[src/rtl/hgob_pkg.sv]
// shared types, constants and tables of the orientation binning block
`timescale 1ns / 1ps
package hgob_pkg;

	localparam int MAX_BINS = 32;
	localparam int NB_W = $clog2(MAX_BINS) + 1;
	localparam int BIN_W = $clog2(MAX_BINS);
	localparam int CORDIC_STEPS = 20;
	localparam int ISQRT_STEPS = 17;

	// pipeline depths of each part
	localparam int LANE_STAGES = 3;
	localparam int MERGE_STAGES = 1;
	localparam int CORDIC_STAGES = CORDIC_STEPS + 1;
	localparam int BIN_STAGES = 4;
	localparam int LATENCY = LANE_STAGES + MERGE_STAGES + CORDIC_STAGES + BIN_STAGES;

	// register indexes of the configuration port
	typedef enum logic [1:0] {
		REG_BIN_COUNT   = 2'd0,
		REG_SIGNED_MODE = 2'd1,
		REG_GAMMA_ROOT  = 2'd2,
		REG_COLOR_MODE  = 2'd3
	} reg_idx_t;

	typedef struct packed {
		logic [NB_W-1:0] nb;
		logic            signed_mode;
		logic            gamma_root;
		logic            color_mode;
	} cfg_t;

	typedef logic signed [16:0] diff_t;
	typedef logic [32:0]        msq_t;

	typedef struct packed {
		diff_t dx;
		diff_t dy;
		msq_t  msq;
	} grad_t;

	// atan(2^-i) as a fraction of a full turn, units of 2^-32
	localparam logic [31:0] ATAN_TURN [CORDIC_STEPS] = '{
		32'h20000000, 32'h12E4051E, 32'h09FB385B, 32'h051111D4, 32'h028B0D43,
		32'h0145D7E1, 32'h00A2F61E, 32'h00517C55, 32'h0028BE53, 32'h00145F2F,
		32'h000A2F98, 32'h000517CC, 32'h00028BE6, 32'h000145F3, 32'h0000A2FA,
		32'h0000517D, 32'h000028BE, 32'h0000145F, 32'h00000A30, 32'h00000518
	};

	typedef logic [11:0] sqrt_lut_t [256];

	// floor(sqrt(s) * 256) for every sample value
	function automatic sqrt_lut_t build_sqrt_lut();
		sqrt_lut_t lut;
		longint    v;
		longint    r;
		longint    t;
		for (int s = 0; s < 256; s++) begin
			v = longint'(s) << 16;
			r = 0;
			for (int b = 11; b >= 0; b--) begin
				t = r | (longint'(1) << b);
				if (t * t <= v) begin
					r = t;
				end
			end
			lut[s] = r[11:0];
		end
		return lut;
	endfunction

	localparam sqrt_lut_t SQRT_LUT = build_sqrt_lut();

endpackage

[src/rtl/hgob_merge.sv]
// in color mode keeps the lane of largest squared magnitude, channel 2 on ties
`timescale 1ns / 1ps
module hgob_merge (
	input  logic            clk,
	input  logic            arst_n,
	input  logic            color_mode,
	input  logic            in_valid,
	input  hgob_pkg::grad_t lane0,
	input  hgob_pkg::grad_t lane1,
	input  hgob_pkg::grad_t lane2,
	output logic            out_valid,
	output hgob_pkg::grad_t best
);
	import hgob_pkg::*;

	grad_t sel_c;
	grad_t best_s1;
	logic  valid_s1;

	// color mode off keeps lane 0; strict compares favour 2, then 1, on ties
	always_comb begin
		sel_c = color_mode ? lane2 : lane0;
		if (color_mode) begin
			if (lane1.msq > sel_c.msq) begin
				sel_c = lane1;
			end
			if (lane0.msq > sel_c.msq) begin
				sel_c = lane0;
			end
		end
	end

	always_ff @(posedge clk or negedge arst_n) begin
		if (!arst_n) begin
			valid_s1 <= 1'b0;
		end else begin
			valid_s1 <= in_valid;
		end
	end

	always_ff @(posedge clk) begin
		best_s1 <= sel_c;
	end

	assign out_valid = valid_s1;
	assign best = best_s1;

endmodule

[config.mk]
export PLATFORM = sky130hd
export DESIGN_NAME = hgob_merge
export DESIGN_NICKNAME = d
export VERILOG_FILES = /design/src/rtl/hgob_pkg.sv /design/src/rtl/hgob_merge.sv
export SDC_FILE = /design/constraint.sdc
export NUM_CORES = 1
export LEC_CHECK = 0
export BUFFER_PORTS_ARGS = -buffer_cell sky130_fd_sc_hd__buf_2
export CAP_MARGIN = 30
export CORE_ASPECT_RATIO = 0.7
export CORE_MARGIN = 3
export CORE_UTILIZATION = 43
export CTS_BUF_LIST = sky130_fd_sc_hd__clkbuf_2 sky130_fd_sc_hd__clkbuf_4 sky130_fd_sc_hd__clkbuf_8
export CTS_CLUSTER_DIAMETER = 200
export DETAILED_ROUTE_END_ITERATION = 10
export PLACE_DENSITY = 0.81
export SLEW_MARGIN = 0
export SYNTH_ARGS = -nofsm -noshare
export SYNTH_HDL_FRONTEND = slang
export SYNTH_SLANG_ARGS = --single-unit
export TNS_END_PERCENT = 30
[constraint.sdc]
create_clock -name clk -period 0.8 [get_ports clk]
set_input_delay 0.04 -clock clk [delete_from_list [all_inputs] [get_ports clk]]
set_output_delay 0.04 -clock clk [all_outputs]
set_load 0.05 [all_outputs]
==> out/metrics.cfg <==
[critical_path]
cp_cell_sequence = buf_16 > bufbuf_16 > mux2i_4 > ha_1 > nand4_1 > a211oi_1 > or4b_4 > o21ai_4 > buf_6 > mux2i_4 > inv_1 > ha_1 > a21oi_1 > nor2b_1 > o21ai_1 > o2111ai_2 > or4b_4 > nand2_8 > clkbuf_16 > buf_4 > mux2i_1
path_class = in2reg
cp.depth = 21
crit_family = simple AND/OR/NAND/NOR gates
critPathSlowestCell = or4b_4
crit_arrival_ns = 4.89
path_max_fanout = 8
critPathLaunchType = input pin
cp_num_buf_inv = 6
cp.required_ns = 1.08
endpoint_kind = flop
max_stage_delay_ns = 0.59

[clock_network]
clock-sinks = 68
numCtsBuffers = 9
clockBufferDepth = 2
clk_pin_slew_worst_paths_ns = 0.09
htreeDepth = 3
cts.root.buffer_cell = clkbuf_8
cts_tree = built

[power_and_ir_drop]
leakage_uw = 0.004963
peakVddDrop_v = 0.001228
p_per_area_nw_per_um2 = 1735

[yosys]
ys_warn_count = 0
syn_inst = 533
synthAdderAreaFrac_pct = 15.79
syn-cell-area_um2 = 5230
syn_area_per_cell_um2 = 9.812
synth_ff_type = dfxtp_1
yosys_register_bits = 68
synthArstFlopShare_pct = 1.471
synth_edf_count = 0
ys_types = 35
synth_compound_area_share_pct = 6.268
synth_top_family_by_area = multiplexers
synth_fp_nets = 804
synth-simple-area-share_pct = 10.05
synth_xor_area_share_pct = 0
yosysSeqAreaShare_pct = 26.12
synth_mux_area_share_pct = 34.45

[floorplan]
initial_core_util_pct = 44.29
core-area_um2 = 11810
dieHeight_um = 98.27
die_w_um = 137.8
rows = 33
die_area_um2 = 13540
ioPinCount = 273

[drt]
dr.first_iter.drc_count = 539
viasPerCell = 5.492
drt_pre_antenna_iters = 5
ant_nets = 0
wire_per_inst_um = 22.92
drcViolationCount = 0
via_count = 6096
detail_route.wirelength_um = 25440

[sta]
slew_headroom_pct = 76.12
worst_slack_ns = -3.812
setup_tns_ns = -257.61
rsz0062_at_grt = yes
tightest_slew_ns = 0.3560
finalSetupViolCount = 135
hold_violations = 0
drv_slew = 0
max_freq_mhz = 216.8
period_minus_slack_ns = 4.612
period_share_pct = 576.5

[layout]
final.fill_count = 530
register_area_um2 = 1450
fin_nets = 1218
design_area_um2 = 10360
multi_input_area_um2 = 4613
drive_gt1_share_pct = 71.74
area_growth_pct = 98.11

[status]
failed_checks = negative setup slack
status = finished, violations left

[place]
placed_cell_area_um2 = 7532
port_buffers = 272
place_congestion = 0.8604
hpwl_um = 13790
place_ws_ns = -4.253

[hold_path]
hp-class = in2reg
worstHoldPathCells = 3

[global_route]
grt_usage_pct = 30.77
grt_max_degree = 25
grt_pass1_vias = 6127
grt_first_pass_wirelength_um = 32240
gr-total-overflow = 0
antenna_found_initial = 1

[run]
drv_cap = 0

## report_power, final
part           internal (uW)  leakage, uW  switching (uW)
Sequential              4040     0.000576             408
Combinational           5330      0.00429            5180
Clock                   1480     0.000100            1540
## sequential cells by signal (all words and copies together) (netlist names)
register   count
best          67
out_valid      1
## worst min-delay path, delay by kind of cell
family / cells / cell delay [ns]
multiplexers: 2 / 0.24
buffers and inverters: 1 / 0.07
## synthesized netlist by cell type (all sizes together), types with 2 or more instances
master / number / area share [%]
ha: 66 / 16
nor2: 3 / 0.22
clkbuf: 6 / 0.43
nor2b: 3 / 0.36
a31oi: 2 / 0.53
inv: 68 / 4.9
buf: 16 / 2.0
nand3: 9 / 0.86
a21oi: 25 / 2.4
nand2b: 37 / 4.4
a211oi: 2 / 0.29
nor3: 4 / 0.38
dfxtp: 67 / 26
or4b: 2 / 0.38
mux2i: 63 / 12
a21o: 9 / 1.3
nand2: 16 / 1.1
nor4: 2 / 0.24
nand4: 13 / 1.6
o21ai: 11 / 1.1
mux2: 101 / 22
## stage by stage
stage	hold WS [ns]	utilization [%]	std cells	total power (uW)
2_1_floorplan	-0.2556	-	533	8976
3_3_place_gp	-0.1852	63.78	1026	11010
3_5_place_dp	-0.1825	63.78	1026	11140
4_1_cts	0.01094	81.44	1099	16510
5_1_grt	0.009466	87.74	1110	18530
6_report	0.01262	87.74	1110	17980
## per-layer routing
layer	up-vias	routed length [um]	GRT usage [%]
met5	-	0	0
met4	0	1129	10.71
met3	107	1771	6.900
met2	365	13110	54.46
met1	2915	9431	36.44
li1	2709	-	-
## cell type report
type | instances | area share, %
flip-flops and latches | 68 | 14.00
diodes | 1 | 0.02415
multi-input cells | 376 | 44.52
well taps | 157 | 1.896
inverters | 68 | 2.463
clock inverters | 6 | 0.6279
clock buffers | 10 | 1.268
repair buffers | 424 | 35.20
## layout by cell type, fill, tap and decap left out, types with 2 or more instances in the layout
master	count
ha_1	38
mux2i_4	29
ha_4	27
a21o_1	9
nand2_8	2
inv_1	61
nand2_2	3
buf_2	203
a21oi_2	12
clkinv_2	2
o21ai_1	4
buf_16	2
nand4_1	13
nor2b_1	3
nand2b_1	37
nand2_1	11
clkbuf_8	9
o21ai_0	4
dfxtp_2	67
clkbuf_16	5
a21oi_1	13
mux2i_2	17
bufbuf_16	2
dlygate4sd3_1	40
buf_4	82
buf_6	11
mux2i_1	17
mux2_4	60
buf_12	12
nor3_1	3
mux2_2	41
nor2_1	3
or4b_4	2
nand3_1	8
buf_8	67
inv_2	7
a211oi_1	2
o21ai_2	2
## worst paths after layout
kind	end	slack (ns)	startpoint
max	best[32]	-3.81	color_mode
min	best[61]	0.01	lane1[61]
min in group asynchronous	out_valid	0.49	arst_n
max in group asynchronous	out_valid	0.21	arst_n
## cells by family (layout without fill, tap and decap cells)
family                     after synthesis  count (layout)
buffers and inverters                   90             508
muxes                                  164             164
other                                    0               1
and+or+nand+nor                         92              93
DFF                                     68              68
AOI/OAI and AO/OA                       53              53
adders and majority gates               66              66
## what timing repair did
| action | 4_1_cts | 5_1_grt |
|---|---|---|
| endpoints found under the setup margin | 135 | 135 |
| gates cloned | 5 | 6 |
| hold buffers | 40 | 0 |
| hold endpoints to repair | 39 | 0 |
| setup buffers | 12 | 7 |
| resized for setup | 360 | 101 |
| pin swaps | 28 | 33 |
(Power assumes the default switching activity.)
