===== config.mk =====
export PLATFORM = sky130hd
export DESIGN_NAME = hgob_lane
export DESIGN_NICKNAME = d
export VERILOG_FILES = /design/src/rtl/hgob_pkg.sv /design/src/rtl/hgob_lane.sv
export SDC_FILE = /design/constraint.sdc
export NUM_CORES = 2
export LEC_CHECK = 0
export BUFFER_PORTS_ARGS = -buffer_cell sky130_fd_sc_hd__buf_2
export CORE_MARGIN = 2
export CORE_UTILIZATION = 35
export CTS_CLUSTER_SIZE = 28
export DETAILED_ROUTE_END_ITERATION = 12
export GPL_TIMING_DRIVEN = 0
export MAX_ROUTING_LAYER = met4
export SYNTH_ARGS = -nofsm -noshare
export SYNTH_HDL_FRONTEND = slang
export SYNTH_SLANG_ARGS = --single-unit

===== constraint.sdc =====
create_clock -name clk -period 8.1 [get_ports clk]
set_clock_uncertainty 0.2 [all_clocks]
set_input_delay 1.62 -clock clk [delete_from_list [all_inputs] [get_ports clk]]
set_output_delay 1.62 -clock clk [all_outputs]
set_load 0.05 [all_outputs]

===== src/rtl/hgob_pkg.sv =====
// shared types, constants and tables of the orientation binning block
`timescale 1ns / 1ps
package hgob_pkg;

	localparam int MAX_BINS = 32;
	localparam int NB_W = $clog2(MAX_BINS) + 1;
	localparam int BIN_W = $clog2(MAX_BINS);
	localparam int CORDIC_STEPS = 20;
	localparam int ISQRT_STEPS = 17;

	// pipeline depths of each part
	localparam int LANE_STAGES = 3;
	localparam int MERGE_STAGES = 1;
	localparam int CORDIC_STAGES = CORDIC_STEPS + 1;
	localparam int BIN_STAGES = 4;
	localparam int LATENCY = LANE_STAGES + MERGE_STAGES + CORDIC_STAGES + BIN_STAGES;

	// register indexes of the configuration port
	typedef enum logic [1:0] {
		REG_BIN_COUNT   = 2'd0,
		REG_SIGNED_MODE = 2'd1,
		REG_GAMMA_ROOT  = 2'd2,
		REG_COLOR_MODE  = 2'd3
	} reg_idx_t;

	typedef struct packed {
		logic [NB_W-1:0] nb;
		logic            signed_mode;
		logic            gamma_root;
		logic            color_mode;
	} cfg_t;

	typedef logic signed [16:0] diff_t;
	typedef logic [32:0]        msq_t;

	typedef struct packed {
		diff_t dx;
		diff_t dy;
		msq_t  msq;
	} grad_t;

	// atan(2^-i) as a fraction of a full turn, units of 2^-32
	localparam logic [31:0] ATAN_TURN [CORDIC_STEPS] = '{
		32'h20000000, 32'h12E4051E, 32'h09FB385B, 32'h051111D4, 32'h028B0D43,
		32'h0145D7E1, 32'h00A2F61E, 32'h00517C55, 32'h0028BE53, 32'h00145F2F,
		32'h000A2F98, 32'h000517CC, 32'h00028BE6, 32'h000145F3, 32'h0000A2FA,
		32'h0000517D, 32'h000028BE, 32'h0000145F, 32'h00000A30, 32'h00000518
	};

	typedef logic [11:0] sqrt_lut_t [256];

	// floor(sqrt(s) * 256) for every sample value
	function automatic sqrt_lut_t build_sqrt_lut();
		sqrt_lut_t lut;
		longint    v;
		longint    r;
		longint    t;
		for (int s = 0; s < 256; s++) begin
			v = longint'(s) << 16;
			r = 0;
			for (int b = 11; b >= 0; b--) begin
				t = r | (longint'(1) << b);
				if (t * t <= v) begin
					r = t;
				end
			end
			lut[s] = r[11:0];
		end
		return lut;
	endfunction

	localparam sqrt_lut_t SQRT_LUT = build_sqrt_lut();

endpackage


===== src/rtl/hgob_lane.sv =====
// one channel lane: level map, central differences and squared magnitude
`timescale 1ns / 1ps
module hgob_lane (
	input  logic            clk,
	input  logic            gamma_root,
	input  logic [7:0]      s_left,
	input  logic [7:0]      s_right,
	input  logic [7:0]      s_above,
	input  logic [7:0]      s_below,
	output hgob_pkg::grad_t grad
);
	import hgob_pkg::*;

	diff_t              dx_c, dy_c;
	diff_t              dx_s1, dy_s1, dx_s2, dy_s2;
	logic signed [33:0] px_c, py_c;
	logic [31:0]        sqx_s2, sqy_s2;
	grad_t              grad_s3;

	function automatic logic [15:0] level(input logic [7:0] s, input logic g);
		return g ? {4'd0, SQRT_LUT[s]} : {s, 8'd0};
	endfunction

	// central differences
	always_comb begin
		dx_c = $signed({1'b0, level(s_right, gamma_root)})
			- $signed({1'b0, level(s_left, gamma_root)});
		dy_c = $signed({1'b0, level(s_below, gamma_root)})
			- $signed({1'b0, level(s_above, gamma_root)});
	end

	// squares
	always_comb begin
		px_c = dx_s1 * dx_s1;
		py_c = dy_s1 * dy_s1;
	end

	always_ff @(posedge clk) begin
		dx_s1 <= dx_c;
		dy_s1 <= dy_c;
		dx_s2 <= dx_s1;
		dy_s2 <= dy_s1;
		sqx_s2 <= px_c[31:0];
		sqy_s2 <= py_c[31:0];
		grad_s3.dx <= dx_s2;
		grad_s3.dy <= dy_s2;
		grad_s3.msq <= {1'b0, sqx_s2} + {1'b0, sqy_s2};
	end

	assign grad = grad_s3;

endmodule


==> impl_table.tex <==
\begin{tabular}{lr}
\hline
Metric & Value \\
\hline
\multicolumn{2}{l}{\textbf{Synthesis}} \\
\quad Synthesized cell area & 36600 um\^{}2 \\
\quad Synth area leader & sky130\_fd\_sc\_hd\_\_fa\_1 \\
\quad Cell types with the largest area share after synthesis & sky130\_fd\_sc\_hd\_\_fa\_1, sky130\_fd\_sc\_hd\_\_dfxtp\_1, sky130\_fd\_sc\_hd\_\_ha\_1 \\
\quad EDFF count, synth & 0 \\
\quad Predominant post-synthesis flop cell & sky130\_fd\_sc\_hd\_\_dfxtp\_1 \\
\quad Post-synth net total & 5415 \\
\quad Yosys top cell area share & 28.0\% \\
\quad Share of flip-flops with an asynchronous set or reset & 0\% \\
\quad Mean cell area of the mapped netlist & 8.00 um\^{}2 \\
\quad Most used standard cells in the synthesized netlist & sky130\_fd\_sc\_hd\_\_inv\_1, sky130\_fd\_sc\_hd\_\_fa\_1, sky130\_fd\_sc\_hd\_\_nand2\_1 \\
\quad Fraction of the yosys area taken by sequential cells & 10.7\% \\
\quad Synthesized netlist cell count & 4574 \\
\quad Count of state elements after synthesis & 195 \\
\quad Leading cell type by number of instances after synthesis & sky130\_fd\_sc\_hd\_\_inv\_1 \\
\quad Yosys Warn Count & 0 \\
\quad Distinct cells, synth & 76 \\
\multicolumn{2}{l}{\textbf{STA}} \\
\quad Achievable frequency & 127 MHz \\
\quad RSZ-0062 raised after global routing & yes \\
\quad Final-report setup violation count & 0 \\
\quad Fin worst setup slack & 0.202 ns \\
\quad Actual slew at the worst max-slew pin & 1.07 ns \\
\quad Normalized max-slew margin & 28.4\% \\
\quad Fraction of the cycle the final worst path needs & 97.5\% \\
\quad Final Slew Violations & 0 \\
\quad Shortest clock period the worst path allows after layout & 7.90 ns \\
\quad Final Hold Vio Count & 0 \\
\multicolumn{2}{l}{\textbf{Worst setup path}} \\
\quad CP max stage delay & 0.53 ns \\
\quad Largest fanout on the critical path & 12 \\
\quad Crit path kind & primary input to register \\
\quad Largest delay share family, worst path & compound AO/OA/AOI/OAI gates \\
\quad Kind of end point of the critical path & register \\
\quad Logic depth of the worst setup path including buffers & 26 \\
\quad Worst EP required & 8.33 ns \\
\quad Nature of the critical path startpoint & primary input \\
\quad WP buf/inv & 6 \\
\quad CP max stage cell & sky130\_fd\_sc\_hd\_\_clkbuf\_1 \\
\quad Data arrival time of the critical path & 8.13 ns \\
\quad Number of cell instances on the worst register-to-register path & 24 \\
\multicolumn{2}{l}{\textbf{Final layout}} \\
\quad Number of nets at the end of the flow & 5525 \\
\quad Area growth from synthesis to final layout & 7.61\% \\
\quad Ratio of cells with drive above 1 in the final layout & 4.71\% \\
\quad Count of filler cells inserted in the layout & 10900 \\
\multicolumn{2}{l}{\textbf{Global routing}} \\
\quad Total congestion overflow after global routing & 0 \\
\quad Largest net degree at the start of global routing & 21 \\
\quad Vias in the first global route & 35100 \\
\quad Antenna violations before repair & 1 \\
\quad All-Layer GR Usage & 26.4\% \\
\quad Wire length of the first global-routing pass & 211000 um \\
\multicolumn{2}{l}{\textbf{Die}} \\
\quad Floorplan Core Area & 104000 um\^{}2 \\
\quad Area of the die & 107000 um\^{}2 \\
\quad Width of the die & 327 um \\
\quad Initial core utilization & 35.3\% \\
\quad DIE HEIGHT & 327 um \\
\quad Row Count & 118 \\
\quad IO Count & 101 \\
\multicolumn{2}{l}{\textbf{Detailed routing}} \\
\quad Number of vias per cell after detailed routing & 5.73 \\
\quad Final routed DRC violation total & 0 \\
\quad DR pass1 iterations & 6 \\
\quad Routed via count & 34800 \\
\quad Mean routed wirelength per cell & 22.7 um \\
\quad Overall routed net length & 138000 um \\
\quad Remaining antenna violation count after routing & 0 \\
\quad DR iter-0 viols & 4502 \\
\multicolumn{2}{l}{\textbf{Clock network}} \\
\quad CTS tree & done \\
\quad Master cell of the clock root buffer & sky130\_fd\_sc\_hd\_\_clkbuf\_16 \\
\quad Maximum count of clock buffers along a single path & 2 \\
\quad Cts repair resizes & 0 \\
\quad Number of hold buffers added after CTS & 0 \\
\quad H-tree levels & 4 \\
\quad Insertion delay to the later sink of the worst-skew pair & 0.51 ns \\
\quad Number of buffers created by CTS & 17 \\
\quad Post-CTS setup buffer count & 0 \\
\quad Clock transition time at the flip-flop clock pins of the worst setup and hold paths & 0.09 ns \\
\quad Num Clock Sinks & 195 \\
\multicolumn{2}{l}{\textbf{Placement}} \\
\quad Routability Congestion & 1.02 \\
\quad Number of port buffers & 91 \\
\quad Sum of net half-perimeters after detailed placement & 109000 um \\
\quad Post-Place Worst Slack & -0.0329 ns \\
\multicolumn{2}{l}{\textbf{Min path}} \\
\quad Path type of the worst min-delay path & register to register \\
\quad Cells on Worst Hold Path & 0 \\
\multicolumn{2}{l}{\textbf{Run status}} \\
\quad Run status & finished clean \\
\multicolumn{2}{l}{\textbf{Job}} \\
\quad Max-cap violations & 0 \\
\hline
\end{tabular}
## cells in the final DEF (no fill, tap or decap), types with 20 or more instances in the layout
cell type and n:
sky130_fd_sc_hd__and2_1 113, sky130_fd_sc_hd__nor2b_1 63, sky130_fd_sc_hd__o21a_1 26, sky130_fd_sc_hd__a31oi_1 50, sky130_fd_sc_hd__a21oi_1 296, sky130_fd_sc_hd__fa_1 512, sky130_fd_sc_hd__a21o_1 43, sky130_fd_sc_hd__nand2b_1 44
sky130_fd_sc_hd__a221oi_1 20, sky130_fd_sc_hd__mux2i_1 21, sky130_fd_sc_hd__a211oi_1 71, sky130_fd_sc_hd__o21ai_0 282, sky130_fd_sc_hd__ha_1 295, sky130_fd_sc_hd__and3_1 23, sky130_fd_sc_hd__inv_1 700, sky130_fd_sc_hd__a311oi_1 22
sky130_fd_sc_hd__xor2_1 44, sky130_fd_sc_hd__o311ai_0 20, sky130_fd_sc_hd__nand2_1 455, sky130_fd_sc_hd__buf_2 120, sky130_fd_sc_hd__dfxtp_1 195, sky130_fd_sc_hd__clkbuf_1 204, sky130_fd_sc_hd__nor3_1 92, sky130_fd_sc_hd__mux4_2 24
sky130_fd_sc_hd__nor2_1 332, sky130_fd_sc_hd__o22ai_1 27, sky130_fd_sc_hd__nand3_1 77, sky130_fd_sc_hd__buf_1 51, sky130_fd_sc_hd__o211ai_1 86, sky130_fd_sc_hd__o31ai_1 25, sky130_fd_sc_hd__xnor2_1 104
## routing by layer
metal / vias up / track usage (%) / part of all wire [%]
li1: 15400 / - / -
met4: 0 / 11.9 / 5.0
met3: 481 / 6.07 / 10
met1: 16800 / 34.5 / 42
met5: - / - / 0
met2: 2062 / 38.8 / 43
## flip-flops by register name (all words and copies together) (netlist names)
register  flops
dy_s1        17
dx_s2        16
sqx_s2       31
sqy_s2       31
grad         67
dx_s1        17
dy_s2        16
## metrics by stage
stage	cell area [um^2]	TNS, ns	std cells	hold WS [ns]	utilization, %
final	39400	0	6078	0.116	38.0
after global routing	39400	-0.0758	6077	0.132	38.0
after CTS	39400	0	6077	0.121	38.0
after detailed placement	38800	-0.0587	6045	0.112	37.4
after global placement	38800	-1.17	6045	0.112	37.4
after floorplan	36600	0	4574	0.110	-
## path summary, 6_finish.rpt
path / start / endpoint / slack, ns
setup / recovery: s_right[1] / dx_s1[14] / 0.20
hold / removal: dx_s2[6] / grad[56] / 0.12
setup reg to reg: dx_s1[5] / sqx_s2[31] / 0.41
hold reg to reg: dx_s2[6] / grad[56] / 0.12
## cells by family (layout without fill, tap and decap cells)
kind of cell,after synthesis,after routing,synth area share [%]
and+or+nand+nor,1260,1260,15.7
DFF,195,195,10.7
buffers and inverters,994,1117,10.3
xor gates and xnor gates,148,148,3.54
muxes,58,58,2.45
other,0,1,0
AOI/OAI and AO/OA,1109,1109,19.2
adders and majority gates,810,810,38.2
## final cells by class
cell class	count	area (um^2)	area share, %
well taps	1380	1730	4.38
inverters	710	2670	6.78
clock inverters	14	159	0.403
multi-input cells	3385	28900	73.5
diodes	1	2.50	0.00635
repair buffers	91	455	1.16
flip-flops and latches	195	3900	9.91
plain buffers	284	1100	2.80
clock buffers	18	429	1.09
Power is not shown: default switching activity piles up to over one toggle a cycle in this logic, so the estimate is an artifact.
