File: config.mk
export PLATFORM = sky130hd
export DESIGN_NAME = hgob_bin
export DESIGN_NICKNAME = d
export VERILOG_FILES = /design/src/rtl/hgob_pkg.sv /design/src/rtl/hgob_bin.sv
export SDC_FILE = /design/constraint.sdc
export NUM_CORES = 1
export LEC_CHECK = 0
export ABC_AREA = 1
export BUFFER_PORTS_ARGS = -buffer_cell sky130_fd_sc_hd__buf_4
export CELL_PAD_IN_SITES_DETAIL_PLACEMENT = 2
export CELL_PAD_IN_SITES_GLOBAL_PLACEMENT = 2
export CORE_ASPECT_RATIO = 0.5
export CORE_UTILIZATION = 38
export DETAILED_ROUTE_END_ITERATION = 8
export GPL_TIMING_DRIVEN = 0
export PLACE_DENSITY_LB_ADDON = 0.1
export RECOVER_POWER = 50
export REMOVE_ABC_BUFFERS = 1
export SYNTH_ARGS = -nofsm -noshare
export SYNTH_HDL_FRONTEND = slang
export SYNTH_SLANG_ARGS = --single-unit
File: constraint.sdc
create_clock -name clk -period 4.7 [get_ports clk]
set_input_delay 0.94 -clock clk [delete_from_list [all_inputs] [get_ports clk]]
set_output_delay 0.94 -clock clk [all_outputs]
set_load 0.03 [all_outputs]
File: src/rtl/hgob_pkg.sv
// shared types, constants and tables of the orientation binning block
`timescale 1ns / 1ps
package hgob_pkg;

	localparam int MAX_BINS = 32;
	localparam int NB_W = $clog2(MAX_BINS) + 1;
	localparam int BIN_W = $clog2(MAX_BINS);
	localparam int CORDIC_STEPS = 20;
	localparam int ISQRT_STEPS = 17;

	// pipeline depths of each part
	localparam int LANE_STAGES = 3;
	localparam int MERGE_STAGES = 1;
	localparam int CORDIC_STAGES = CORDIC_STEPS + 1;
	localparam int BIN_STAGES = 4;
	localparam int LATENCY = LANE_STAGES + MERGE_STAGES + CORDIC_STAGES + BIN_STAGES;

	// register indexes of the configuration port
	typedef enum logic [1:0] {
		REG_BIN_COUNT   = 2'd0,
		REG_SIGNED_MODE = 2'd1,
		REG_GAMMA_ROOT  = 2'd2,
		REG_COLOR_MODE  = 2'd3
	} reg_idx_t;

	typedef struct packed {
		logic [NB_W-1:0] nb;
		logic            signed_mode;
		logic            gamma_root;
		logic            color_mode;
	} cfg_t;

	typedef logic signed [16:0] diff_t;
	typedef logic [32:0]        msq_t;

	typedef struct packed {
		diff_t dx;
		diff_t dy;
		msq_t  msq;
	} grad_t;

	// atan(2^-i) as a fraction of a full turn, units of 2^-32
	localparam logic [31:0] ATAN_TURN [CORDIC_STEPS] = '{
		32'h20000000, 32'h12E4051E, 32'h09FB385B, 32'h051111D4, 32'h028B0D43,
		32'h0145D7E1, 32'h00A2F61E, 32'h00517C55, 32'h0028BE53, 32'h00145F2F,
		32'h000A2F98, 32'h000517CC, 32'h00028BE6, 32'h000145F3, 32'h0000A2FA,
		32'h0000517D, 32'h000028BE, 32'h0000145F, 32'h00000A30, 32'h00000518
	};

	typedef logic [11:0] sqrt_lut_t [256];

	// floor(sqrt(s) * 256) for every sample value
	function automatic sqrt_lut_t build_sqrt_lut();
		sqrt_lut_t lut;
		longint    v;
		longint    r;
		longint    t;
		for (int s = 0; s < 256; s++) begin
			v = longint'(s) << 16;
			r = 0;
			for (int b = 11; b >= 0; b--) begin
				t = r | (longint'(1) << b);
				if (t * t <= v) begin
					r = t;
				end
			end
			lut[s] = r[11:0];
		end
		return lut;
	endfunction

	localparam sqrt_lut_t SQRT_LUT = build_sqrt_lut();

endpackage

File: src/rtl/hgob_bin.sv
// bin position from the angle and split of the magnitude between two bins
`timescale 1ns / 1ps
module hgob_bin (
	input  logic                   clk,
	input  logic                   arst_n,
	input  hgob_pkg::cfg_t         cfg,
	input  logic                   in_valid,
	input  logic [31:0]            angle,
	input  logic [15:0]            mag,
	output logic                   out_valid,
	output logic [15:0]            weight_first,
	output logic [15:0]            weight_second,
	output logic [hgob_pkg::BIN_W-1:0] bin_first,
	output logic [hgob_pkg::BIN_W-1:0] bin_second
);
	import hgob_pkg::*;

	localparam int POS_W = BIN_W + 8;
	localparam int SPAN_W = NB_W + 8;

	logic [NB_W:0]         k_c;
	logic [NB_W+32:0]      prod_c;
	logic [NB_W+8:0]       p_s1;
	logic [15:0]           m7_s1, m7_s2, m7_s3;
	logic signed [SPAN_W+1:0] t_c, pos_c, span_c;
	logic [POS_W-1:0]      pos_s2;
	logic [NB_W-1:0]       nxt_c;
	logic [23:0]           wp_c;
	logic [BIN_W-1:0]      hidx_s3, second_s3, hidx_s4, second_s4;
	logic [15:0]           w2_s3, w1_s4, w2_s4;
	logic                  v_s1, v_s2, v_s3, v_s4;

	// angle times bins per turn
	always_comb begin
		k_c = cfg.signed_mode ? {1'b0, cfg.nb} : {cfg.nb, 1'b0};
		prod_c = (NB_W + 33)'(angle) * (NB_W + 33)'(k_c);
	end

	// half bin shift and wrap into one span
	always_comb begin
		span_c = (SPAN_W + 2)'({cfg.nb, 8'd0});
		t_c = $signed({1'b0, p_s1}) - (SPAN_W + 2)'(128);
		if (t_c < 0) begin
			pos_c = t_c + span_c;
		end else if (t_c >= span_c) begin
			pos_c = t_c - span_c;
		end else begin
			pos_c = t_c;
		end
	end

	// neighbour bin and magnitude split
	always_comb begin
		nxt_c = NB_W'(pos_s2[POS_W-1:8]) + NB_W'(1);
		wp_c = m7_s2 * pos_s2[7:0];
	end

	always_ff @(posedge clk) begin
		p_s1 <= prod_c[NB_W+32:24];
		m7_s1 <= mag;
		pos_s2 <= pos_c[POS_W-1:0];
		m7_s2 <= m7_s1;
		hidx_s3 <= pos_s2[POS_W-1:8];
		second_s3 <= (nxt_c >= cfg.nb) ? '0 : nxt_c[BIN_W-1:0];
		w2_s3 <= wp_c[23:8];
		m7_s3 <= m7_s2;
		hidx_s4 <= hidx_s3;
		second_s4 <= second_s3;
		w1_s4 <= m7_s3 - w2_s3;
		w2_s4 <= w2_s3;
	end

	always_ff @(posedge clk or negedge arst_n) begin
		if (!arst_n) begin
			v_s1 <= 1'b0;
			v_s2 <= 1'b0;
			v_s3 <= 1'b0;
			v_s4 <= 1'b0;
		end else begin
			v_s1 <= in_valid;
			v_s2 <= v_s1;
			v_s3 <= v_s2;
			v_s4 <= v_s3;
		end
	end

	assign out_valid = v_s4;
	assign weight_first = w1_s4;
	assign weight_second = w2_s4;
	assign bin_first = hidx_s4;
	assign bin_second = second_s4;

endmodule

==> flow_summary_export.csv, run 1 <==
group,metric,value,unit
status,run_status,"finished with violations",
status,violations,"negative setup slack",
placement,io_buffer_count,100,
worst_setup_path,critical-path-slowest-cell,"fa_1",
worst_setup_path,cp_top_family,"adder cells",
synth,ys_async_sr_fraction,2.70,%
sta,worst-slew-pin-transition,1.06,ns
synth,synth_seq_area_share,19.0,%
floorplan,coreArea,40600,µm²
layout,finalNetCount,2573,
synth,post_synth.cell_area_avg,7.86,µm²
grt,vias_in_the_first_global_route,16400,
clock_tree,cts_tree,"done",
layout,layout.core_utilization,49.3,%
worst_setup_path,cp_cell_sequence,"buf_8 -> clkinvlp_4 -> nand2_2 -> o21ai_4 -> buf_12 -> buf_16 -> nor2_2 -> fa_1 -> fa_1 -> fa_1 -> inv_1 -> fa_1 -> inv_1 -> ha_4 -> nand2_2 -> nor2_2 -> inv_1 -> nor2_4 -> inv_1 -> o21ai_1 -> nand2_1 -> nand3_1 -> nand2_1",
synth,synth_enable_flop_cells,0,
worst_setup_path,critical_path.startpoint_type,"input port",
route,drtIter0Drc,674,
sta,drv_slew,0,
placement,gp_congestion,0.822,
floorplan,dieArea,42200,µm²
route,postRouteAntennaNets,0,
clock_tree,clk-insertion-delay-late,0.46,ns
synth,synth_top_area_share,29.8,%
route,routed_wirelength,64200,µm
sta,final-setup-viol-count,15,
synth,yosys.area.top_type,"fa_1",
clock_tree,clk_transition_reported_paths,0.09,ns
synth,synth_flop_cell,"dfxtp_1",
worst_setup_path,rr_startpoint,"m7_s2[14]",
route,drt-wirelength-per-cell,23.8,µm
worst_setup_path,arrival_time_of_the_worst_setup_path,5.63,ns
layout,instances_no_fill,2704,
route,met3WireLength,2220,µm
job,drv_cap,0,
floorplan,die_y,146,µm
layout,final_cell_mix,"inv_1 (415), nand2_1 (323), fa_1 (224)",
sta,hold_viol_final,0,
synth,netlist_instances,1998,
clock_tree,cts_hold_buffers,0,
clock_tree,cts-buffers-inserted,17,
clock_tree,cts_htree_levels,4,
layout,area_growth_syn_to_layout,27.6,%
floorplan,dieWidth,289,µm
sta,layout_min_cycle_time,5.29,ns
route,m1WireLength,25900,µm
placement,hpwlAfterDp,38800,µm
route,wl_met2,33400,µm
route,highest-signal-layer,"met4",
floorplan,initial_core_utilization,38.7,%
worst_setup_path,worst_path_largest_cell_delay,0.57,ns
synth,ys_ff_latch,148,
grt,grt_start_max_net_pins,26,
route,detailroute.via_count,14200,
worst_setup_path,cp-startpoint,"cfg[8]",
sta,clk_skew,0.0239,ns
layout,post_route_cells_drive_above_1_share,24.4,%
worst_setup_path,critPathMaxFanout,10,
route,drt-pass1-iter-count,5,
route,drcViolationCount,0,
sta,maxSlewHeadroom,29.1,%
clock_tree,clk_path_buf_depth,2,
worst_setup_path,worstSetupEndpointType,"flop",
placement,dpl.cell_count,2597,
grt,grt-ovfl-total,0,
layout,most_common_cell_after_layout_fill_and_taps_aside,"inv_1",
worst_setup_path,worst-setup-path-type,"in -> reg",
sta,finalWorstSetupSlack,-0.588,ns
synth,yosysUniqueCellTypes,44,
synth,cell_area_after_synthesis,15700,µm²
layout,fillCellCount,4402,
route,avgViaCountPerCell,5.24,
floorplan,pin_count,103,
worst_setup_path,critical_path.n_buffers_inverters,8,
worst_hold_path,holdCritPathClass,"in -> async",
synth,synth.yosys.warnings,0,
sta,timing.fmax,189,MHz
grt,first_pass_grt_wire_length,91200,µm
worst_setup_path,worst_ep_required_time,5.04,ns
sta,final_min_period_over_clock_period,113,%
grt,overall_global_routing_usage,28.2,%
clock_tree,cts_root_buffer,"clkbuf_16",
synth,synth.top_cells.by_area,"fa_1 (30%), dfxtp_1 (18%), inv_1 (11%), ha_1 (10%), nand2_1 (9.1%)",
floorplan,std_cell_rows,52,
clock_tree,cts.sinks,148,
sta,setup_repair_after_global_routing_missed_its_margin,"yes",
grt,antenna_found_initial,3,
## synth_stat cells, types with 5 or more instances
library cell,instances
xor2_1,32
clkbuf_1,42
dfxtp_1,144
inv_1,450
o21ai_0,40
o21bai_1,6
nand2_1,379
fa_1,234
a31oi_1,6
nor3_1,14
a21o_1,14
o21a_1,9
o21ai_1,5
nand2_2,11
nand3_1,39
nor2_1,280
ha_1,129
a21oi_1,86
xnor2_1,12
nand4_1,17
## state kept, by name (all words and copies together), names as in the netlist, 13 cells and up
name	flops
m7_s3	16
weight_second	16
pos_s2	13
w2_s3	16
m7_s1	16
m7_s2	16
weight_first	16
p_s1	15
## path summary, 6_finish.rpt
check                             to  slack (ns)  cells past startpoint
max                         p_s1[11]       -0.59                     23
min                             v_s3        0.31                      1
max reg2reg                w2_s3[15]        0.14                     14
min reg2reg                 m7_s2[6]        0.32                      0
max in group asynchronous  out_valid        4.20                      1
min in group clk            m7_s2[6]        0.32                      0
## final cells by class
class | count | area, µm² | share of cell area, %
Multi-Input combinational cell | 1352 | 12400 | 61.7
Antenna cell | 1 | 2.50 | 0.0125
Timing Repair inverter | 2 | 22.5 | 0.112
Clock buffer | 19 | 453 | 2.26
Sequential cell | 148 | 3000 | 15.0
Tap cell | 540 | 676 | 3.37
Inverter | 453 | 1750 | 8.73
Timing Repair Buffer | 176 | 1640 | 8.17
Clock inverter | 13 | 136 | 0.681
## through the flow
| stage | setup WS (ns) | instance area, µm² | TNS [ns] | hold slack, ns |
|---|---|---|---|---|
| after global placement | -4.35 | 17000 | -62.76 | 0.310 |
| final | -0.588 | 20000 | -6.41 | 0.315 |
| after floorplan | -1.58 | 15500 | -21.96 | 0.310 |
| after global routing | -0.691 | 20000 | -7.84 | 0.315 |
| after CTS | -0.154 | 19400 | -1.67 | 0.264 |
| after detailed placement | -2.11 | 17100 | -29.42 | 0.314 |
## worst register-to-register path: cells and delay by family, from the launching register on
family	cells	cell delay (ns)
AOI/OAI and AO/OA	3	0.85
adders and majority gates	5	2.39
buffers and inverters	1	0.04
DFF	1	0.60
and+or+nand+nor	5	0.57
## per-layer routing
| metal | track usage [%] | vias up |
|---|---|---|
| met1 | 33.7 | 7348 |
| met4 | 9.29 | 0 |
| li1 | - | 6296 |
| met3 | 3.86 | 175 |
| met2 | 51.8 | 362 |
| met5 | 0 | - |
## cells by family (layout without fill, tap and decap cells)
group,after synthesis,after routing,synth area share (%)
compound gates,186,186,6.87
buf+inv,498,663,12.0
simple gates,759,759,19.6
fa+ha+maj,363,363,40.1
flops,148,148,19.0
xor+xnor,44,44,2.45
other cells,0,1,0
## what timing repair did
action                     in CTS  in global routing
buffers inserted               53                 20
setup endpoints to repair      17                 20
pin swaps                     104                138
cloned                          6                  1
resized for setup             278                161
Power of run 1 is left out: the tool's default activity adds up to more than one toggle a clock period on the data nets, which glitch-free logic cannot reach.
==> run 2, diff against run 1 <==
--- a/config.mk
+++ b/config.mk
@@ -9,7 +9,7 @@
 export BUFFER_PORTS_ARGS = -buffer_cell sky130_fd_sc_hd__buf_4
 export CELL_PAD_IN_SITES_DETAIL_PLACEMENT = 2
 export CELL_PAD_IN_SITES_GLOBAL_PLACEMENT = 2
-export CORE_ASPECT_RATIO = 0.5
+export CORE_ASPECT_RATIO = 0.8
 export CORE_UTILIZATION = 38
 export DETAILED_ROUTE_END_ITERATION = 8
 export GPL_TIMING_DRIVEN = 0
==> run 2 against run 1 <==
Against the previous run:
- the run still ends with negative setup slack left
- non-clock buffer count grew 5
- sequential share of layout area up 0.055 points
- routed wire length rose by 1.6%
- fmax down 2.2%
- sequential cell count stayed put
- via count down 0.18%
- utilization shrank 0.23 points
- hold slack lost 0.0076 ns
- final area down 0.20%
- critical path type unchanged
- critical endpoint unchanged
==> flow_summary_export.csv, run 2 (same netlist as run 1, synthesis figures left out) <==
group,metric,value,unit
status,run_status,"finished with violations",
status,violations,"negative setup slack",
grt,antenna_found_initial,0,
sta,layout_min_cycle_time,5.41,ns
grt,overall_global_routing_usage,29.4,%
floorplan,std_cell_rows,66,
route,detailroute.via_count,14200,
sta,worst-slew-pin-transition,0.994,ns
clock_tree,cts_root_buffer,"clkbuf_16",
sta,finalSetupTns,-7.64,ns
layout,area_growth_syn_to_layout,27.3,%
worst_hold_path,holdCritPathClass,"in -> async",
clock_tree,clk-insertion-delay-late,0.45,ns
worst_setup_path,worst_ep_required_time,5.09,ns
sta,final_min_period_over_clock_period,115,%
layout,post_route_cells_drive_above_1_share,23.8,%
placement,io_buffer_count,100,
layout,most_common_cell_after_layout_fill_and_taps_aside,"inv_1",
clock_tree,clk_path_buf_depth,2,
route,drt-wirelength-per-cell,24.1,µm
floorplan,die_y,184,µm
layout,final_cell_mix,"inv_1 (420), nand2_1 (326), fa_1 (224)",
job,drv_cap,0,
floorplan,coreArea,40700,µm²
worst_setup_path,arrival_time_of_the_worst_setup_path,5.79,ns
clock_tree,cts.sinks,148,
grt,grt-ovfl-total,0,
route,m1WireLength,28300,µm
floorplan,dieWidth,229,µm
floorplan,pin_count,103,
sta,clk_skew,0.00875,ns
route,highest-signal-layer,"met4",
route,met3WireLength,2870,µm
route,wl_met2,32300,µm
sta,setup_repair_after_global_routing_missed_its_margin,"yes",
grt,first_pass_grt_wire_length,93700,µm
worst_setup_path,cp_common_cell,"fa_1",
worst_setup_path,worst_path_largest_cell_delay,0.54,ns
grt,vias_in_the_first_global_route,16400,
worst_setup_path,critPathMaxFanout,7,
clock_tree,cts_htree_levels,4,
sta,maxSlewHeadroom,33.6,%
worst_setup_path,worst-setup-path-type,"in -> reg",
route,drt-pass1-iter-count,5,
layout,antenna_cells,0,
grt,grt_start_max_net_pins,26,
sta,timing.fmax,185,MHz
floorplan,dieArea,42100,µm²
sta,drv_slew,0,
layout,finalNetCount,2578,
clock_tree,cts-buffers-inserted,17,
placement,hpwlAfterDp,40400,µm
worst_setup_path,critical-path-slowest-cell,"fa_1",
route,drtIter0Drc,615,
sta,finalWorstSetupSlack,-0.707,ns
worst_setup_path,worstSetupEndpointType,"flop",
route,drcViolationCount,0,
clock_tree,cts_tree,"done",
route,avgViaCountPerCell,5.22,
route,postRouteAntennaNets,0,
floorplan,initial_core_utilization,38.6,%
sta,final-setup-viol-count,16,
sta,hold_viol_final,0,
placement,gp_congestion,0.842,
worst_setup_path,critical_path.startpoint_type,"input port",
clock_tree,clk_transition_reported_paths,0.06,ns
route,routed_wirelength,65200,µm
[run 2: changes by cell type in the layout (fill, tap and decap cells not counted), sizes merged]
cell | previous run | this run
buf | 155 | 163
bufinv | 1 | 3
diode | 1 | 0
inv | 459 | 454
clkinv | 2 | 4
clkbuf | 40 | 37
clkinvlp | 6 | 7
[run 2: path summary, 6_finish.rpt]
| kind | start | endpoint | slack, ns | cells past startpoint |
|---|---|---|---|---|
| max | cfg[8] | p_s1[11] | -0.71 | 27 |
| min | arst_n | v_s2 | 0.31 | 1 |
| max reg2reg | m7_s2[9] | w2_s3[12] | 0 | 15 |
| min reg2reg | m7_s1[8] | m7_s2[8] | 0.33 | 0 |
| max in group asynchronous | arst_n | v_s3 | 4.21 | 1 |
| min in group clk | m7_s1[8] | m7_s2[8] | 0.33 | 0 |
[run 2: timing repair]
| item | 4_1_cts | 5_1_grt |
|---|---|---|
| pin swaps | 151 | 81 |
| hold buffers | 0 | 0 |
| cloned | 9 | 0 |
| gates resized for setup | 302 | 108 |
| setup endpoints to repair | 20 | 21 |
| buffers inserted | 57 | 14 |
[run 2: through the flow]
step                area [µm²]  std cells  hold WS (ns)  setup WS [ns]  utilization, %
finish                   20000       2712         0.307         -0.707            49.1
global route             20000       2712         0.307         -0.743            49.1
CTS                      19600       2699         0.246         -0.219            48.1
detailed placement       17100       2601         0.314          -2.26            41.9
global placement         17000       2597         0.311          -3.93            41.7
floorplan                15500       1953         0.310          -1.58               -
[run 2: metal layers]
metal / track usage [%] / vias up
met5: 0 / -
met4: 7.49 / 0
met3: 5.52 / 100
met2: 50.0 / 335
met1: 38.3 / 7414
li1: - / 6307
[run 2: critical path, delay by kind of cell]
family	cells	cell delay (ns)
buffers and inverters	9	0.96
AND/OR/NAND/NOR	12	1.42
AO/OA/AOI/OAI	1	0.08
adder cells (fa/ha/maj)	5	2.38
[run 2: area by class of cell]
type / instances / area (µm²)
Timing Repair inverter: 2 / 22.5
Sequential cell: 148 / 3000
Clock buffer: 19 / 443
Inverter: 453 / 1750
Clock inverter: 13 / 175
Tap cell: 544 / 681
Timing Repair Buffer: 181 / 1720
Fill cell: 4435 / 20700
Multi-Input combinational cell: 1352 / 12200
Power of run 2 is left out for the same reason.
==> run 3, diff against run 2 <==
==> constraint.sdc (replaced) <==
create_clock -name clk -period 4.7 [get_ports clk]
set_input_delay 0.705 -clock clk [delete_from_list [all_inputs] [get_ports clk]]
set_output_delay 0.705 -clock clk [all_outputs]
set_load 0.03 [all_outputs]
==> run 3 against run 2 <==
Against the previous run:
- the run still ends with negative setup slack left
- final area shrank 1.1%
- die area is the same
- sequential share of layout area grew 0.19 points
- utilization shrank 0.54 points
- hold slack lost 0.23 ns
- clock skew shrank 0.0020 ns
- via count grew 0.40%
- setup slack gained 0.38 ns
- global-route usage shrank 1.4 points
- non-clock buffer count shrank 13
==> flow_summary_export.csv, run 3 (same netlist as run 1, synthesis figures left out) <==
group,metric,value,unit
route,avgViaCountPerCell,5.26,
status,run_status,"finished with violations",
worst_setup_path,critical_path.startpoint_type,"input port",
worst_setup_path,worst_path_largest_cell_delay,0.60,ns
worst_setup_path,critical_path.n_buffers_inverters,9,
route,detailroute.via_count,14200,
floorplan,dieArea,42100,µm²
status,violations,"negative setup slack",
layout,layout.core_utilization,48.6,%
route,drt-pass1-iter-count,5,
floorplan,initial_core_utilization,38.6,%
worst_setup_path,worst_ep_required_time,5.09,ns
layout,post_route_cells_drive_above_1_share,22.5,%
worst_setup_path,worstSetupEndpointType,"flop",
grt,first_pass_grt_wire_length,89800,µm
grt,grt-ovfl-total,0,
clock_tree,clk-insertion-delay-late,0.45,ns
sta,maxSlewHeadroom,28.2,%
sta,layout_min_cycle_time,5.03,ns
route,routed_wirelength,64500,µm
floorplan,pin_count,103,
clock_tree,cts-buffers-inserted,17,
job,drv_cap,0,
layout,finalNetCount,2565,
worst_hold_path,holdCritPathClass,"in -> async",
route,drcViolationCount,0,
worst_setup_path,rr_startpoint,"m7_s2[2]",
worst_setup_path,timing.reg2reg.setup_slack,0.13,ns
sta,clk_skew,0.00677,ns
sta,final_min_period_over_clock_period,107,%
placement,gp_congestion,0.842,
route,postRouteAntennaNets,0,
clock_tree,cts_htree_levels,4,
sta,hold_viol_final,0,
sta,drv_slew,0,
layout,multi_input_comb_area,12100,µm²
sta,finalWorstSetupSlack,-0.332,ns
floorplan,die_y,184,µm
worst_setup_path,worst-setup-path-type,"in -> reg",
sta,setup_repair_after_global_routing_missed_its_margin,"yes",
clock_tree,clk_path_buf_depth,2,
worst_setup_path,critPathMaxFanout,7,
worst_setup_path,rr_endpoint,"w2_s3[12]",
clock_tree,cts_hold_buffers,0,
layout,area_growth_syn_to_layout,25.9,%
route,drt-wirelength-per-cell,23.9,µm
route,drtIter0Drc,734,
placement,io_buffer_count,100,
placement,hpwlAfterDp,40400,µm
clock_tree,clk_transition_reported_paths,0.06,ns
sta,timing.fmax,199,MHz
grt,vias_in_the_first_global_route,15900,
layout,ff_latch_area,3000,µm²
worst_setup_path,ff2ff_path_depth,15,
clock_tree,cts.sinks,148,
worst_setup_path,arrival_time_of_the_worst_setup_path,5.42,ns
worst_setup_path,cp_top_family,"adder cells",
floorplan,dieWidth,229,µm
grt,grt_start_max_net_pins,26,
layout,fillCellCount,4414,
sta,worst-slew-pin-transition,1.08,ns
floorplan,coreArea,40700,µm²
worst_setup_path,critical-path-slowest-cell,"fa_1",
grt,overall_global_routing_usage,28.0,%
clock_tree,cts_tree,"done",
layout,final_cell_mix,"inv_1 (423), nand2_1 (327), fa_1 (228)",
layout,most_common_cell_after_layout_fill_and_taps_aside,"inv_1",
grt,antenna_found_initial,1,
floorplan,std_cell_rows,66,
sta,final-setup-viol-count,15,
clock_tree,cts_root_buffer,"clkbuf_16",
==> run 3: layer usage <==
| metal | global-route usage [%] | vias up | part of all wire (%) |
|---|---|---|---|
| met2 | 47.4 | 396 | 49 |
| li1 | - | 6280 | - |
| met3 | 4.71 | 112 | 5.2 |
| met4 | 5.89 | 0 | 2.8 |
| met5 | 0 | - | 0 |
| met1 | 37.4 | 7425 | 43 |
==> run 3: how the worst max path moves through the flow <==
| stage | from | endpoint | slack, ns | cells after the start |
|---|---|---|---|---|
| after floorplan | cfg[2] | p_s1[11] | -1.35 | 20 |
| after global placement | cfg[2] | p_s1[11] | -3.69 | 21 |
| after detailed placement | cfg[2] | p_s1[13] | -2.03 | 20 |
| after CTS | cfg[8] | p_s1[11] | -0.06 | 25 |
| after global routing | cfg[8] | p_s1[11] | -0.45 | 24 |
| final | cfg[8] | p_s1[11] | -0.33 | 25 |
==> run 3: final cells by class <==
class	instances	share of cell area [%]
clock buffers	19	2.24
clock inverters	13	0.886
diodes	1	0.0127
repair buffers	168	7.94
inverters	453	8.85
repair inverters	2	0.127
well taps	544	3.44
flip-flops and latches	148	15.2
multi-input cells	1352	61.3
==> run 3: stage by stage <==
stage / std cells / hold slack (ns) / instance area (µm²) / setup slack (ns) / setup TNS [ns]
floorplan: 1953 / 0.310 / 15500 / -1.35 / -18.43
global route: 2699 / 0.0704 / 19800 / -0.447 / -4.78
finish: 2700 / 0.0734 / 19800 / -0.332 / -3.13
detailed placement: 2601 / 0.314 / 17100 / -2.03 / -27.73
CTS: 2677 / 0.0106 / 19000 / -0.0563 / -0.289
global placement: 2597 / 0.311 / 17000 / -3.69 / -52.26
==> run 3: what timing repair did <==
item,in CTS,in global routing
endpoints found under the setup margin,20,21
gates resized for setup,181,209
setup buffers,36,23
gates cloned,8,1
pin swaps,89,117
Power of run 3 is left out for the same reason.
